==> config.mk <==
export PLATFORM = sky130hd
export DESIGN_NAME = sbus_frame_decoder_flat
export DESIGN_NICKNAME = d
export VERILOG_FILES = /design/src/design/sbusfd_pkg.sv /design/src/design/sbusfd_if.sv /design/src/design/sbusfd_chan_scale.sv /design/src/design/sbus_frame_decoder.sv /design/src/flat_wrapper.sv
export SDC_FILE = /design/constraint.sdc
export NUM_CORES = 2
export LEC_CHECK = 0
export CAP_MARGIN = 15
export CORE_UTILIZATION = 40
export CTS_CLUSTER_SIZE = 30
export DETAILED_ROUTE_END_ITERATION = 8
export DONT_BUFFER_PORTS = 1
export PLACE_DENSITY_LB_ADDON = 0.2
export SYNTH_ARGS = -nofsm -noshare
export SYNTH_HDL_FRONTEND = slang
export SYNTH_SLANG_ARGS = --single-unit
export TNS_END_PERCENT = 1
==> constraint.sdc <==
create_clock -name clk -period 8.5 [get_ports clk]
set_input_delay 0.425 -clock clk [delete_from_list [all_inputs] [get_ports clk]]
set_output_delay 0.425 -clock clk [all_outputs]
set_load 0.02 [all_outputs]
==> src/design/sbusfd_pkg.sv <==
// Shared types and constants of the SBUS frame decoder.
// No dependencies; compiled first.
`default_nettype none

package sbusfd_pkg;

  // Frame layout
  localparam logic [7:0] HDR_BYTE      = 8'h0F;
  localparam logic [7:0] FTR_BYTE      = 8'h00;
  localparam int         NUM_CH        = 10;
  localparam int         CH_BITS       = 11;
  localparam int         STORE_DEPTH   = 24;
  localparam int         POS_W         = $clog2(STORE_DEPTH);
  localparam int         BODY_LAST     = 23;
  localparam int         LOST_FLAG_BIT = 3;

  // Scaling: (raw - 1024) * 100 / 671 as |d| * SCALE_MULT >> SCALE_SHIFT,
  // exact for |d| up to 1024
  localparam int          RAW_W       = CH_BITS;
  localparam int          SCALE_SHIFT = 20;
  localparam int          MULT_W      = 18;
  localparam logic [17:0] SCALE_MULT  = 18'd156271;
  localparam int          PROD_W      = RAW_W + MULT_W;

  localparam logic [15:0] TIMEOUT_RESET = 16'd500;
  localparam logic [15:0] MS_MAX        = 16'hFFFF;

  // Request opcodes
  localparam logic OP_BYTE = 1'b0;
  localparam logic OP_TICK = 1'b1;

  typedef logic signed [8:0] chan_t;

  typedef enum logic [1:0] {
    ST_NORMAL = 2'd0,
    ST_NOSIG  = 2'd1,
    ST_NODEV  = 2'd2
  } link_status_t;

  typedef enum logic [1:0] {
    PH_WAIT = 2'd0,
    PH_BODY = 2'd1,
    PH_FOOT = 2'd2
  } parse_phase_t;

endpackage

`default_nettype wire

==> src/design/sbusfd_if.sv <==
// Valid/ready channel interfaces of the SBUS frame decoder.
// Depends on sbusfd_pkg for the channel value type.
`default_nettype none

interface sbusfd_in_if;
  logic       valid;
  logic       ready;
  logic       opcode;
  logic [7:0] rx_byte;

  modport source (output valid, output opcode, output rx_byte, input ready);
  modport sink   (input valid, input opcode, input rx_byte, output ready);
endinterface

interface sbusfd_out_if;
  logic               valid;
  logic               ready;
  sbusfd_pkg::chan_t  chan0;
  sbusfd_pkg::chan_t  chan1;
  sbusfd_pkg::chan_t  chan2;
  sbusfd_pkg::chan_t  chan3;
  sbusfd_pkg::chan_t  chan4;
  sbusfd_pkg::chan_t  chan5;
  sbusfd_pkg::chan_t  chan6;
  sbusfd_pkg::chan_t  chan7;
  sbusfd_pkg::chan_t  chan8;
  sbusfd_pkg::chan_t  chan9;
  logic [1:0]         link_status;
  logic               frame_event;

  modport source (
    output valid, output chan0, output chan1, output chan2, output chan3, output chan4,
    output chan5, output chan6, output chan7, output chan8, output chan9,
    output link_status, output frame_event, input ready
  );
  modport sink (
    input valid, input chan0, input chan1, input chan2, input chan3, input chan4,
    input chan5, input chan6, input chan7, input chan8, input chan9,
    input link_status, input frame_event, output ready
  );
endinterface

`default_nettype wire

==> src/design/sbusfd_chan_scale.sv <==
// Scales one raw 11-bit SBUS channel to (raw - 1024) * 100 / 671, toward zero.
// Depends on sbusfd_pkg for the scale constants and channel type.
`default_nettype none

module sbusfd_chan_scale (
  input  wire logic [sbusfd_pkg::RAW_W-1:0] raw,
  output sbusfd_pkg::chan_t                 chan
);
  import sbusfd_pkg::*;

  logic              neg;
  logic [RAW_W-1:0]  mag;
  logic [PROD_W-1:0] prod;
  logic [8:0]        quo;

  // Split the offset value into sign and magnitude (magnitude up to 1024)
  assign neg  = ~raw[RAW_W-1];
  assign mag  = raw[RAW_W-1] ? {1'b0, raw[RAW_W-2:0]}
                             : RAW_W'(12'd1024 - {1'b0, raw});

  // Divide by 671 via reciprocal multiply, then restore the sign
  assign prod = PROD_W'(mag) * PROD_W'(SCALE_MULT);
  assign quo  = prod[SCALE_SHIFT +: 9];
  assign chan = neg ? chan_t'(~quo + 9'd1) : chan_t'(quo);

endmodule

`default_nettype wire

==> src/design/sbus_frame_decoder.sv <==
// SBUS frame decoder top level: input register, parser, link timeout, result register.
// Depends on sbusfd_pkg, sbusfd_in_if / sbusfd_out_if and sbusfd_chan_scale.
//
// Usage:
//   in_bus carries requests: opcode 0 with a received serial byte in rx_byte,
//   opcode 1 for a one-millisecond tick. out_bus carries at most one result per
//   request: the ten scaled channels, link_status and frame_event (1 = good
//   frame, 0 = link timeout). The timeout register is written through
//   cfg_wr_en / cfg_wr_data; the user must write it only while the block is idle,
//   which the block itself does not enforce. A request is processed from the input
//   register once the result slot is free; its result is registered and valid on out_bus.
//   Throughput: one request per cycle unless stalled; the input register and
//   the result register are separate, so a request is taken while a result waits.
//   Stall: while a result is not taken, processing halts, the result and the
//   channel state hold, and in_bus.ready drops once the input register fills.
//   Reset: parser waits for a header, channels are zero, status is no device,
//   the millisecond count is zero and the timeout is 500.
`default_nettype none

module sbus_frame_decoder (
  input  wire logic  clk,
  input  wire logic  rst_n,
  sbusfd_in_if.sink  in_bus,
  sbusfd_out_if.source out_bus,
  input  wire logic  cfg_wr_en,
  input  wire logic [15:0] cfg_wr_data
);
  import sbusfd_pkg::*;

  // Input register
  logic       in_valid_r;
  logic       in_op_r;
  logic [7:0] in_byte_r;

  // Parser and link state
  parse_phase_t       phase_r, phase_nxt;
  logic [POS_W-1:0]   byte_pos_r, byte_pos_nxt;
  logic [7:0]         store_r [STORE_DEPTH];
  chan_t              chan_r [NUM_CH];
  chan_t              chan_scaled [NUM_CH];
  link_status_t       status_r, status_nxt;
  logic [15:0]        ms_r, ms_nxt, ms_inc;
  logic [15:0]        timeout_r;

  // Result register
  logic out_valid_r;
  logic out_event_r;

  logic proc_fire, proc_byte, proc_tick;
  logic hdr_seen, good_frame, store_we, timeout_fire, emit;
  logic [NUM_CH*CH_BITS-1:0] body_bits;

  // Process the held request when the result slot is free or being emptied
  assign proc_fire    = in_valid_r & (~out_valid_r | out_bus.ready);
  assign proc_byte    = proc_fire & (in_op_r == OP_BYTE);
  assign proc_tick    = proc_fire & (in_op_r == OP_TICK);
  assign in_bus.ready = ~in_valid_r | proc_fire;

  // Hold the request until it is processed
  always_ff @(posedge clk) begin
    if (!rst_n) begin
      in_valid_r <= 1'b0;
    end else if (in_bus.ready) begin
      in_valid_r <= in_bus.valid;
    end
  end

  always_ff @(posedge clk) begin
    if (in_bus.valid && in_bus.ready) begin
      in_op_r   <= in_bus.opcode;
      in_byte_r <= in_bus.rx_byte;
    end
  end

  // Parser next state
  always_comb begin
    phase_nxt = phase_r;
    if (proc_byte) begin
      unique case (phase_r)
        PH_WAIT: phase_nxt = (in_byte_r == HDR_BYTE) ? PH_BODY : PH_WAIT;
        PH_BODY: begin
          if (byte_pos_r >= POS_W'(BODY_LAST)) phase_nxt = PH_FOOT;
        end
        PH_FOOT: phase_nxt = PH_WAIT;
        default: phase_nxt = (in_byte_r == HDR_BYTE) ? PH_BODY : PH_WAIT;
      endcase
    end
  end

  // Parser actions
  always_comb begin
    hdr_seen     = 1'b0;
    good_frame   = 1'b0;
    store_we     = 1'b0;
    byte_pos_nxt = byte_pos_r;
    if (proc_byte) begin
      unique case (phase_r)
        PH_BODY: begin
          store_we     = (byte_pos_r < POS_W'(STORE_DEPTH));
          byte_pos_nxt = byte_pos_r + 1'b1;
        end
        PH_FOOT: begin
          good_frame   = (in_byte_r == FTR_BYTE);
          byte_pos_nxt = '0;
        end
        default: begin
          hdr_seen = (in_byte_r == HDR_BYTE);
          if (hdr_seen) byte_pos_nxt = POS_W'(1);
        end
      endcase
    end
  end

  // Millisecond count and timeout
  assign ms_inc       = (ms_r == MS_MAX) ? ms_r : ms_r + 16'd1;
  assign timeout_fire = proc_tick & (ms_inc > timeout_r) & (status_r != ST_NODEV);
  assign emit         = good_frame | timeout_fire;

  always_comb begin
    ms_nxt     = ms_r;
    status_nxt = status_r;
    if (proc_tick) ms_nxt = ms_inc;
    if (good_frame) begin
      ms_nxt     = '0;
      status_nxt = store_r[BODY_LAST][LOST_FLAG_BIT] ? ST_NOSIG : ST_NORMAL;
    end
    if (timeout_fire) status_nxt = ST_NODEV;
  end

  // Unpack the body LSB first and scale each channel; the last channel ends
  // partway into a byte, so take only its low bits
  always_comb begin
    for (int b = 0; b < (NUM_CH * CH_BITS) / 8; b++) begin
      body_bits[b*8 +: 8] = store_r[b + 1];
    end
    body_bits[NUM_CH*CH_BITS-1 -: (NUM_CH * CH_BITS) % 8] =
      store_r[(NUM_CH * CH_BITS) / 8 + 1][(NUM_CH * CH_BITS) % 8 - 1:0];
  end

  for (genvar g = 0; g < NUM_CH; g++) begin : g_scale
    sbusfd_chan_scale u_scale (
      .raw  (body_bits[g*CH_BITS +: CH_BITS]),
      .chan (chan_scaled[g])
    );
  end

  // Control and link state
  always_ff @(posedge clk) begin
    if (!rst_n) begin
      phase_r    <= PH_WAIT;
      byte_pos_r <= '0;
      status_r   <= ST_NODEV;
      ms_r       <= '0;
      for (int i = 0; i < NUM_CH; i++) chan_r[i] <= '0;
    end else begin
      phase_r    <= phase_nxt;
      byte_pos_r <= byte_pos_nxt;
      status_r   <= status_nxt;
      ms_r       <= ms_nxt;
      if (good_frame) begin
        for (int i = 0; i < NUM_CH; i++) chan_r[i] <= chan_scaled[i];
      end
    end
  end

  // Frame byte store
  always_ff @(posedge clk) begin
    if (store_we) store_r[byte_pos_r] <= in_byte_r;
    if (hdr_seen) store_r[0] <= HDR_BYTE;
  end

  // Timeout register
  always_ff @(posedge clk) begin
    if (!rst_n) begin
      timeout_r <= TIMEOUT_RESET;
    end else if (cfg_wr_en) begin
      timeout_r <= cfg_wr_data;
    end
  end

  // Result register; payload comes from the link state, which holds while stalled
  always_ff @(posedge clk) begin
    if (!rst_n) begin
      out_valid_r <= 1'b0;
      out_event_r <= 1'b0;
    end else if (proc_fire) begin
      out_valid_r <= emit;
      out_event_r <= good_frame;
    end else if (out_bus.ready) begin
      out_valid_r <= 1'b0;
    end
  end

  assign out_bus.valid       = out_valid_r;
  assign out_bus.frame_event = out_event_r;
  assign out_bus.link_status = status_r;
  assign out_bus.chan0       = chan_r[0];
  assign out_bus.chan1       = chan_r[1];
  assign out_bus.chan2       = chan_r[2];
  assign out_bus.chan3       = chan_r[3];
  assign out_bus.chan4       = chan_r[4];
  assign out_bus.chan5       = chan_r[5];
  assign out_bus.chan6       = chan_r[6];
  assign out_bus.chan7       = chan_r[7];
  assign out_bus.chan8       = chan_r[8];
  assign out_bus.chan9       = chan_r[9];

  // A pending result keeps its link status
  a_stall_holds_status: assert property (@(posedge clk) disable iff (!rst_n)
    out_valid_r && !out_bus.ready |=> $stable(status_r) && $stable(chan_r[0]))
    else $error("link state changed under a stalled result");

  // Result kind agrees with the reported status
  a_event_status: assert property (@(posedge clk) disable iff (!rst_n)
    out_valid_r |-> (out_event_r == (status_r != ST_NODEV)))
    else $error("frame_event disagrees with link_status");

  // While collecting the body the position stays within bytes 1..23
  a_body_pos: assert property (@(posedge clk) disable iff (!rst_n)
    phase_r == PH_BODY |-> byte_pos_r >= POS_W'(1) && byte_pos_r <= POS_W'(BODY_LAST))
    else $error("byte position out of range in frame body");

endmodule

`default_nettype wire
==> src/flat_wrapper.sv <==
// flat-port wrapper written by rule: the top's interface ports become plain ports
module sbus_frame_decoder_flat import sbusfd_pkg::*;
  (clk, rst_n, cfg_wr_en, cfg_wr_data, in_bus_valid, in_bus_opcode, in_bus_rx_byte, in_bus_ready, out_bus_valid, out_bus_chan0, out_bus_chan1, out_bus_chan2, out_bus_chan3, out_bus_chan4, out_bus_chan5, out_bus_chan6, out_bus_chan7, out_bus_chan8, out_bus_chan9, out_bus_link_status, out_bus_frame_event, out_bus_ready);
  sbusfd_in_if in_bus_i ();
  sbusfd_out_if out_bus_i ();
  input  wire logic clk;
  input  wire logic rst_n;
  input  wire logic cfg_wr_en;
  input  wire logic [15:0] cfg_wr_data;
  input wire logic [$bits(in_bus_i.valid)-1:0] in_bus_valid;
  input wire logic [$bits(in_bus_i.opcode)-1:0] in_bus_opcode;
  input wire logic [$bits(in_bus_i.rx_byte)-1:0] in_bus_rx_byte;
  output wire logic [$bits(in_bus_i.ready)-1:0] in_bus_ready;
  output wire logic [$bits(out_bus_i.valid)-1:0] out_bus_valid;
  output wire logic [$bits(out_bus_i.chan0)-1:0] out_bus_chan0;
  output wire logic [$bits(out_bus_i.chan1)-1:0] out_bus_chan1;
  output wire logic [$bits(out_bus_i.chan2)-1:0] out_bus_chan2;
  output wire logic [$bits(out_bus_i.chan3)-1:0] out_bus_chan3;
  output wire logic [$bits(out_bus_i.chan4)-1:0] out_bus_chan4;
  output wire logic [$bits(out_bus_i.chan5)-1:0] out_bus_chan5;
  output wire logic [$bits(out_bus_i.chan6)-1:0] out_bus_chan6;
  output wire logic [$bits(out_bus_i.chan7)-1:0] out_bus_chan7;
  output wire logic [$bits(out_bus_i.chan8)-1:0] out_bus_chan8;
  output wire logic [$bits(out_bus_i.chan9)-1:0] out_bus_chan9;
  output wire logic [$bits(out_bus_i.link_status)-1:0] out_bus_link_status;
  output wire logic [$bits(out_bus_i.frame_event)-1:0] out_bus_frame_event;
  input wire logic [$bits(out_bus_i.ready)-1:0] out_bus_ready;
  assign in_bus_i.valid = in_bus_valid;
  assign in_bus_i.opcode = in_bus_opcode;
  assign in_bus_i.rx_byte = in_bus_rx_byte;
  assign in_bus_ready = in_bus_i.ready;
  assign out_bus_valid = out_bus_i.valid;
  assign out_bus_chan0 = out_bus_i.chan0;
  assign out_bus_chan1 = out_bus_i.chan1;
  assign out_bus_chan2 = out_bus_i.chan2;
  assign out_bus_chan3 = out_bus_i.chan3;
  assign out_bus_chan4 = out_bus_i.chan4;
  assign out_bus_chan5 = out_bus_i.chan5;
  assign out_bus_chan6 = out_bus_i.chan6;
  assign out_bus_chan7 = out_bus_i.chan7;
  assign out_bus_chan8 = out_bus_i.chan8;
  assign out_bus_chan9 = out_bus_i.chan9;
  assign out_bus_link_status = out_bus_i.link_status;
  assign out_bus_frame_event = out_bus_i.frame_event;
  assign out_bus_i.ready = out_bus_ready;
  sbus_frame_decoder u_core (.clk(clk), .rst_n(rst_n), .in_bus(in_bus_i), .out_bus(out_bus_i), .cfg_wr_en(cfg_wr_en), .cfg_wr_data(cfg_wr_data));
endmodule
==> metrics.yaml <==
power:
  p_per_area_nw_per_um2: 62.4
  power_frac_seq_pct: 47.7
  vdd_ir_drop_max_v: 0.000131
  p_int_mw: 2.25
  power_frac_comb_pct: 2.2
  p_leak_nw: 25.5
  switching_share_pct: 24.7
  p_switching_mw: 0.741
  p_clk_share_pct: 50.2
synthesis:
  ys_ff_latch: 254
  yosysSeqAreaShare_pct: 16.2
  syn-cell-area_um2: 44500
  async_flop_share_pct: 0
  postSynthAreaPerCell_um2: 9.55
  ys.flop_type: "edfxtp_1"
  syn_nets: 6178
  yosys_warnings: 0
  syn_inst: 4658
  synthDistinctLibCells: 88
  netlist.area_leader.share_pct: 27.9
  synth_commonest_cells: "1268 x inv_1, 990 x ha_1, 500 x fa_1, 276 x nor2_1, 210 x edfxtp_1"
  synth_edf_count: 210
  yosysMostFrequentCell: "inv_1"
  synth_area_leader_cell: "ha_1"
  synth_area_leaders: "ha_1 28%, fa_1 23%, edfxtp_1 14%"
placed_design:
  port-buffer-count: 0
  gp_congestion: 0.871
  place_hpwl_mm: 84.4
timing:
  setup_viol: 0
  setup_tns_ns: 0
  slew_viol_final: 0
  min_period_ns: 7.92
  final_hold_viol_count: 0
  tightest_slew_ns: 1.08
  rsz0062_at_grt: "no"
  fmax_ghz: 0.126
  finClkSkew_ns: 0.0271
  post-route-period-util_pct: 93.1
  slew_headroom_pct: 27.2
route:
  drc: 0
  detail_route.iter0.violations: 1115
  wl_mm: 98.7
  avgRoutedWirePerCell_um: 15.9
  first_pass_iters: 5
  num_vias: 30052
  antenna_left: 0
  vias_per_cell: 4.83
worst_setup_path:
  cp_slowest_stage_delay_ns: 0.56
  cp_data_arrival_time_ns: 8.23
  cp.required_ns: 8.82
  cp_slowest_cell: "fa_1"
  path_common_cell: "inv_1"
  cp_max_fo: 6
  worstSetupPathType: "register to register"
  startpoint_type: "register"
  end_kind: "register"
  cpLargestDelayFamily: "adder cells"
  path_buf_inv: 5
grt:
  grt_pass1_vias: 31584
  grt.overflow.total: 0
  grt_max_degree: 60
  grt_usage_pct: 18.2
  grt_pass1_wl_mm: 164
  antenna_found_initial: 1
finish:
  final_util_pct: 43.8
  layout-drive-gt1-share_pct: 3.54
  nets: 6242
  ff_latch_area_um2: 7190
  syn_to_final_growth_pct: 7.88
  num-fill-cells: 10768
  multi_input_comb_area_um2: 32300
floorplan:
  dieWidth_um: 335
  rows: 121
  initial_core_util_pct: 40.6
  die_y_um: 335
  core_um2: 110000
  ioPinCount: 125
  die_area_um2: 113000
cts:
  clockBufferDepth: 3
  cts_buffers: 36
  tritoncts: "yes"
  clk_latency_ns: 0.60
  postCtsSetupBuffers: 0
  cts_max_level: 2
  path_clk_slew_ns: 0.06
  cts.sinks: 254
  root_buffer: "clkbuf_16"
min_path:
  hold_path.class: "input pin to register"
run_status:
  status: "finished, final reports clean"
run:
  maxCapViolations: 0
-- layout by cell type, fill, tap and decap left out, types with 24 or more instances in the layout --
| cell | instances |
|---|---|
| a21oi_1 | 200 |
| a31oi_1 | 33 |
| nand2_1 | 129 |
| dfxtp_1 | 44 |
| or3_1 | 24 |
| edfxtp_1 | 210 |
| xnor2_1 | 101 |
| fa_1 | 500 |
| ha_1 | 990 |
| dlygate4sd3_1 | 27 |
| mux2i_1 | 24 |
| o21ai_0 | 85 |
| xor2_1 | 142 |
| buf_4 | 54 |
| nand2b_1 | 28 |
| nor3_1 | 62 |
| and3_1 | 27 |
| nor2_1 | 276 |
| nand3_1 | 48 |
| nand4_1 | 32 |
| a21o_1 | 71 |
| inv_1 | 1268 |
| clkbuf_16 | 36 |
-- metal layers --
layer,part of all wire [%],GRT usage [%],vias up
li1,-,-,15226
met1,47,24.3,14440
met2,47,31.0,296
met3,2.9,2.17,90
met4,2.4,4.67,0
met5,0,0,-
-- power groups by stage --
stage	Combinational [mW]	Clock, mW	Sequential, mW
finish	0.0645	1.50	1.43
global route	0.0720	1.59	1.43
detailed placement	0.0514	0	1.45
CTS	0.0659	1.55	1.43
global placement	0.0514	0	1.45
floorplan	0.0400	0	1.43
-- timing repair --
item                       4_1_cts  5_1_grt
hold buffers                    27        0
hold endpoints to repair        27        0
setup endpoints to repair        0        2
gates resized for setup          0        1
-- layout make-up --
cell class	instances	share of cell area, %
Inverter	1268	9.92
Clock inverter	20	0.441
Tap cell	1476	3.85
Timing Repair Buffer	82	1.42
Sequential cell	254	15.0
Multi-Input combinational cell	3080	67.4
Clock buffer	45	2.01
Antenna cell	2	0.0104
-- through the flow --
stage	setup WS [ns]	hold WS, ns	total power [mW]	instances	instance area (um2)
after floorplan	1.02	0.458	1.47	4658	44500
after global placement	0.635	0.475	1.51	6132	46500
after detailed placement	0.519	0.478	1.51	6132	46500
after CTS	0.513	0.00262	3.04	6224	48000
after global routing	0.00351	0.0219	3.09	6225	48000
final	0.585	0.0286	2.99	6227	48000
-- sequential cells by signal (all words and copies together) (netlist names) --
| register | cells |
|---|---|
| u_core.in_byte_r | 8 |
| u_core.in_op_r | 1 |
| u_core.phase_r | 2 |
| u_core.out_bus.valid | 1 |
| u_core.chan_r | 90 |
| u_core.in_valid_r | 1 |
| u_core.timeout_r | 16 |
| u_core.byte_pos_r | 5 |
| u_core.store_r | 111 |
| u_core.out_bus.link_status | 2 |
| u_core.out_bus.frame_event | 1 |
| u_core.ms_r | 16 |
-- worst paths after layout --
kind | slack [ns] | startpoint | endpoint | depth (start not counted)
max reg2reg | 0.58 | u_core.store_r[5][5] | u_core.chan_r[0][35] | 31
min | 0.03 | cfg_wr_en | u_core.timeout_r[4] | 2
max | 0.58 | u_core.store_r[5][5] | u_core.chan_r[0][35] | 31
min reg2reg | 0.48 | u_core.ms_r[12] | u_core.ms_r[12] | 2
-- kinds of logic after synthesis --
kind of cell,share of synthesized area (%)
compound gates,8.14
xor+xnor,5.06
fa+ha+maj,50.4
buf+inv,11.2
flops,16.2
mux,0.903
simple gates,8.16
Note: power is estimated with default switching activity, not from simulation.
